**config.mk**
```make
export PLATFORM = sky130hd
export DESIGN_NAME = tbp_core
export DESIGN_NICKNAME = d
export VERILOG_FILES = /design/src/hdl/tbp_pkg.sv /design/src/hdl/tbp_core.sv
export SDC_FILE = /design/constraint.sdc
export NUM_CORES = 1
export LEC_CHECK = 0
export BUFFER_PORTS_ARGS = -buffer_cell sky130_fd_sc_hd__clkbuf_2
export CORE_MARGIN = 1
export CORE_UTILIZATION = 30
export DETAILED_ROUTE_END_ITERATION = 16
export GPL_ROUTABILITY_DRIVEN = 0
export PLACE_DENSITY = 0.91
export SETUP_SLACK_MARGIN = 0.1
export SLEW_MARGIN = 15
export SYNTH_ARGS = -nofsm -noshare
export SYNTH_HDL_FRONTEND = slang
export SYNTH_SLANG_ARGS = --single-unit
export TNS_END_PERCENT = 30
```
**constraint.sdc**
```tcl
create_clock -name vclk -period 2.2
set_clock_uncertainty 0.1 [all_clocks]
set_input_delay 0.22 -clock vclk [all_inputs]
set_output_delay 0.22 -clock vclk [all_outputs]
set_load 0.005 [all_outputs]
```
**src/hdl/tbp_pkg.sv**
```systemverilog
// ----------------------------------------------------------------------------
// tbp_pkg
// Shared types, sizes and counter helpers for the tournament branch predictor.
// ----------------------------------------------------------------------------
package tbp_pkg;

    localparam int GS_BITS   = 13;
    localparam int BI_BITS   = 12;
    localparam int CH_BITS   = 12;
    localparam int HIST_BITS = (GS_BITS > CH_BITS) ? GS_BITS : CH_BITS;
    localparam int CLR_BITS  = (HIST_BITS > BI_BITS) ? HIST_BITS : BI_BITS;

    typedef logic [1:0] ctr_t;

    localparam ctr_t CTR_MIN  = 2'd0;
    localparam ctr_t CTR_INIT = 2'd1;
    localparam ctr_t CTR_MAX  = 2'd3;

    localparam logic OP_PREDICT = 1'b0;
    localparam logic OP_TRAIN   = 1'b1;

    typedef struct packed {
        logic        opcode;
        logic [31:0] branch_pc;
        logic        taken;
    } req_item_t;

    typedef struct packed {
        logic predict_taken;
        logic chose_global;
    } rsp_item_t;

    // item held between the table read and the update
    typedef struct packed {
        logic               train;
        logic               taken;
        logic [BI_BITS-1:0] bi_idx;
        logic [GS_BITS-1:0] gs_idx;
        logic [CH_BITS-1:0] ch_idx;
    } stage_t;

    typedef struct packed {
        ctr_t bi;
        ctr_t gs;
        ctr_t ch;
    } ctrs_t;

    // most recent table write, for the same-edge read bypass
    typedef struct packed {
        logic               valid;
        logic [BI_BITS-1:0] bi_idx;
        logic [GS_BITS-1:0] gs_idx;
        logic [CH_BITS-1:0] ch_idx;
        ctrs_t              ctrs;
    } last_wr_t;

    function automatic ctr_t ctr_move(input ctr_t c, input logic up);
        ctr_t r;
        r = c;
        if (up)
        begin
            if (c != CTR_MAX)
            begin
                r = c + 2'd1;
            end
        end
        else
        begin
            if (c != CTR_MIN)
            begin
                r = c - 2'd1;
            end
        end
        return r;
    endfunction

    function automatic logic ctr_high(input ctr_t c);
        return c[1];
    endfunction

endpackage

```
**src/hdl/tbp_core.sv**
```systemverilog
// ----------------------------------------------------------------------------
// tbp_core
// Prediction and counter update for the item whose table reads are back.
// ----------------------------------------------------------------------------
module tbp_core (
    input  tbp_pkg::stage_t   stage,
    input  tbp_pkg::ctrs_t    rd_ctrs,
    input  tbp_pkg::last_wr_t last_wr,
    output tbp_pkg::rsp_item_t result,
    output tbp_pkg::ctrs_t    new_ctrs
);
    import tbp_pkg::*;

    ctrs_t cur;
    logic  bi_pred;
    logic  gs_pred;
    logic  use_global;
    logic  gs_ok;
    logic  bi_ok;

    // a write at the same edge as the read is not seen by the table read
    always_comb
    begin
        cur.bi = (last_wr.valid && (last_wr.bi_idx == stage.bi_idx)) ? last_wr.ctrs.bi
                                                                       : rd_ctrs.bi;
        cur.gs = (last_wr.valid && (last_wr.gs_idx == stage.gs_idx)) ? last_wr.ctrs.gs
                                                                       : rd_ctrs.gs;
        cur.ch = (last_wr.valid && (last_wr.ch_idx == stage.ch_idx)) ? last_wr.ctrs.ch
                                                                       : rd_ctrs.ch;
    end

    assign bi_pred    = ctr_high(cur.bi);
    assign gs_pred    = ctr_high(cur.gs);
    assign use_global = ctr_high(cur.ch);

    assign result.predict_taken = use_global ? gs_pred : bi_pred;
    assign result.chose_global  = use_global;

    assign gs_ok = (gs_pred == stage.taken);
    assign bi_ok = (bi_pred == stage.taken);

    always_comb
    begin
        new_ctrs.bi = ctr_move(cur.bi, stage.taken);
        new_ctrs.gs = ctr_move(cur.gs, stage.taken);
        // chooser only learns when the components disagree
        new_ctrs.ch = (gs_ok != bi_ok) ? ctr_move(cur.ch, gs_ok) : cur.ch;
    end

endmodule

```
After elaboration in Yosys (flattened, before gate mapping). Index checks and enable logic that the tools add are counted. W data, S select, Z words.

Register bits after elaboration: 0. Latch bits: 0. Bits in writable memories: 0. Bits in read-only memories: 0. Input bits: 89. Output and inout port bits: 8. Logic and storage cells: 35. Memories kept: 0.

$add $sub $neg: 6. $mul: 0. Divide/modulo/power cells: 0. $lt $le $gt $ge: 0. Equal/unequal tests: 9. Shift-type cells: 0. Multiplexer cells: 14. Bitwise logic cells: 0. Reductions and logical operators: 6.

Operator list (count): $mux W2 (13); $eq A12 B12 Y1 (2); $eq A13 B13 Y1 (1); $add A2 B1 Y2 const B (3); $ne A2 B2 Y1 const B (3); $reduce_bool A2 Y1 (3); $sub A2 B1 Y2 const B (3); $logic_and A1 B1 Y1 (3); $eq A1 B1 Y1 (2); $mux W1 (1); $ne A1 B1 Y1 (1).

Depth between registers and ports, before layout.
Depth after elaboration: 7. Depth in mapped cells: 8. Gate-level depth less buffers: 7.

Worst setup path after synthesis. No wires, ideal clock.

Path kind: input-to-output. Start: in stage[9] in the netlist's numbering. End: out new_ctrs[0] in the netlist's numbering. Arrival time: 1.757 ns. Data required time: 1.880 ns. Path slack: 0.123 ns. Stages on the path: 7. Buffers on the path: 0. Path through: xnor2_1 nand4_1 nor4_4 mux2i_1 inv_1 o31ai_1 o21ai_1.

RTL lines: from (decl) (line tbp_core.sv:6) `input tbp_pkg::stage_t stage,`; to (decl) (line tbp_core.sv:10) `output tbp_pkg::ctrs_t new_ctrs`.

==> flow_metrics.env <==
export IMPL_viasPerCell=4.62
export IMPL_min_from="stage[37]"
export IMPL_grt_pass1_vias=934
export IMPL_grt_max_degree=9
export IMPL_period_share_pct=101
export IMPL_num_nets_final=289
export IMPL_fillers=217
export IMPL_start_util_pct=31.9
export IMPL_arrival_ns=1.91
export IMPL_failed_checks="negative setup slack"
export IMPL_layout_setup_ws_ns=-0.0291
export IMPL_ir_worst_vdd_v=0.000124
export IMPL_post_synth_num_cell_types=22
export IMPL_io_buffer_count=96
export IMPL_hold_path_class="in2out"
export IMPL_placed_cell_area_um2=1300
export IMPL_core_area_um2=2230
export IMPL_drt_pass1_iterations=4
export IMPL_synth_cell_area_um2=712
export IMPL_relSlewSlack_pct=76.4
export IMPL_dp_hpwl_um=1930
export IMPL_die_w_um=50.7
export IMPL_yosysSeqAreaShare_pct=0
export IMPL_report_final_slew_viol_count=0
export IMPL_required_ns=1.88
export IMPL_synth_cells=89
export IMPL_postLayoutCoreUtil_pct=62.5
export IMPL_drt_iter0_markers=7
export IMPL_synth_fp_nets=178
export IMPL_ctsHoldBuffers=0
export IMPL_setup_viol=3
export IMPL_min_path_cells=3
export IMPL_grtUsageTotal_pct=16.4
export IMPL_p_leak_nw=0.710
export IMPL_drc=0
export IMPL_antenna_found_initial=0
export IMPL_status="complete, but fails checks"
export IMPL_overflow=0
export IMPL_clockBufferCount=0
export IMPL_path_class="in2out"
export IMPL_avgSynthCellArea_um2=8.00
export IMPL_postRouteAntennaNets=0
export IMPL_worst_setup_path_start_kind="input pin"
export IMPL_vias=1044
export IMPL_hold_viol=0
export IMPL_rsz0062_at_grt="true"
export IMPL_yosysWarnings=0
export IMPL_antenna_cells=0
export IMPL_dp_slack_ns=-0.0903
export IMPL_seqCellArea_um2=0
export IMPL_cap_violations=0
export IMPL_end_kind="output port"
export IMPL_drt_wl_total_um=2180
export IMPL_final_area_um2=1400
export IMPL_min_period_ns=2.23
export IMPL_cellPowerDensity_nw_per_um2=178
export IMPL_placed_cells=222
export IMPL_io_pins=97
export IMPL_fp_dieH_um=50.7
export IMPL_seq_cell_count=0
export IMPL_multiInputGateArea_um2=748
export IMPL_instances_no_fill=226
export IMPL_rows=17
export IMPL_worst_pin_slew_ns=0.352
export IMPL_die_area_um2=2570
export IMPL_clock_fmax_mhz=449
export IMPL_grt_pass1_wl_um=3430
export IMPL_timing_hold_ws_ns=0.719
export IMPL_worstHoldEndpoint="new_ctrs[1]"
export IMPL_wl_per_cell_um=9.63
export IMPL_path_max_fanout=5
export IMPL_area_growth_pct=96.0
export IMPL_drive_gt1_share_pct=63.6
export IMPL_power_mw=0.249
export IMPL_finalSetupTns_ns=-0.0499
cell type report:
cell class,count,area share [%]
multi-input cells,84,53.6
well taps,28,2.51
inverters,3,0.807
repair buffers,111,43.0
what timing repair did:
item | 4_1_cts | 5_1_grt
pin swaps | 15 | 4
cloned | 0 | 0
setup endpoints to repair | 6 | 8
resized for setup | 7 | 6
buffers inserted | 3 | 1
cells in the mapped netlist (all sizes together):
cell type   n  share of area, %
o21ai       2               1.4
nand4       7               6.2
o2111ai     1               1.2
maj3        3               4.2
nor4        3               9.0
and2        1               1.2
nand3       4               2.8
nand2       6               3.2
nor2        3               1.6
a211oi      1               1.1
xnor2      37                46
mux2        3               5.3
buf         1              0.70
o2bb2ai     1               1.2
mux2i       6               8.4
o31ai       1               1.1
inv         3               1.6
clkbuf      1              0.53
o21a        1               1.1
a21oi       4               2.8
worst max path at each step:
stage	cells past startpoint	slack [ns]	end	start
2_1_floorplan	7	0.12	new_ctrs[0]	stage[9]
3_3_place_gp	10	-0.08	new_ctrs[1]	stage[30]
3_5_place_dp	10	-0.09	new_ctrs[0]	stage[14]
4_1_cts	11	-0.03	new_ctrs[0]	last_wr[36]
5_1_grt	11	-0.21	new_ctrs[0]	stage[27]
6_report	11	-0.03	new_ctrs[0]	stage[27]
critical path: stages:
cell and delay (ns):
clkbuf_2 0.09, xnor2_1 0.14, nand4_1 0.16, nor4_4 0.37
mux2i_1 0.24, buf_4 0.16, buf_6 0.10, nor2_2 0.03
o21a_1 0.17, o21ai_1 0.11, clkbuf_2 0.12
layout by cell type, fill, tap and decap left out, types with 2 or more instances in the layout:
master and count:
nand2_1 5, nand3_1 3, nand4_1 7, a21oi_1 4, mux2_4 2, clkbuf_2 95
buf_6 2, xnor2_2 4, nor2_1 2, maj3_1 3, mux2i_1 5, xnor2_1 33
nor4_4 3, inv_1 3, buf_4 13
cells by family (layout without fill, tap and decap cells):
kind of cell	count (synthesis)	count (layout)	synth area share, %
and+or+nand+nor	24	24	23.9
xor gates and xnor gates	37	37	45.5
muxes	9	9	13.7
adders and majority gates	3	3	4.22
buffers and inverters	5	114	2.81
AOI/OAI and AO/OA	11	11	9.84
report_power, final:
| part | internal [mW] | switching, mW |
|---|---|---|
| Combinational | 0.149 | 0.100 |
| Clock | 0 | 0 |
| Sequential | 0 | 0 |
| Total | 0.149 | 0.100 |
routing by layer:
layer  GRT usage (%)  part of all wire (%)  vias to the layer above
met3            2.12                    11                        0
li1                -                     -                      532
met5               0                     0                        -
met2            34.9                    53                       64
met1            17.2                    37                      448
met4           0.926                     0                        0
No activity file was read; power rests on OpenSTA's default activity.
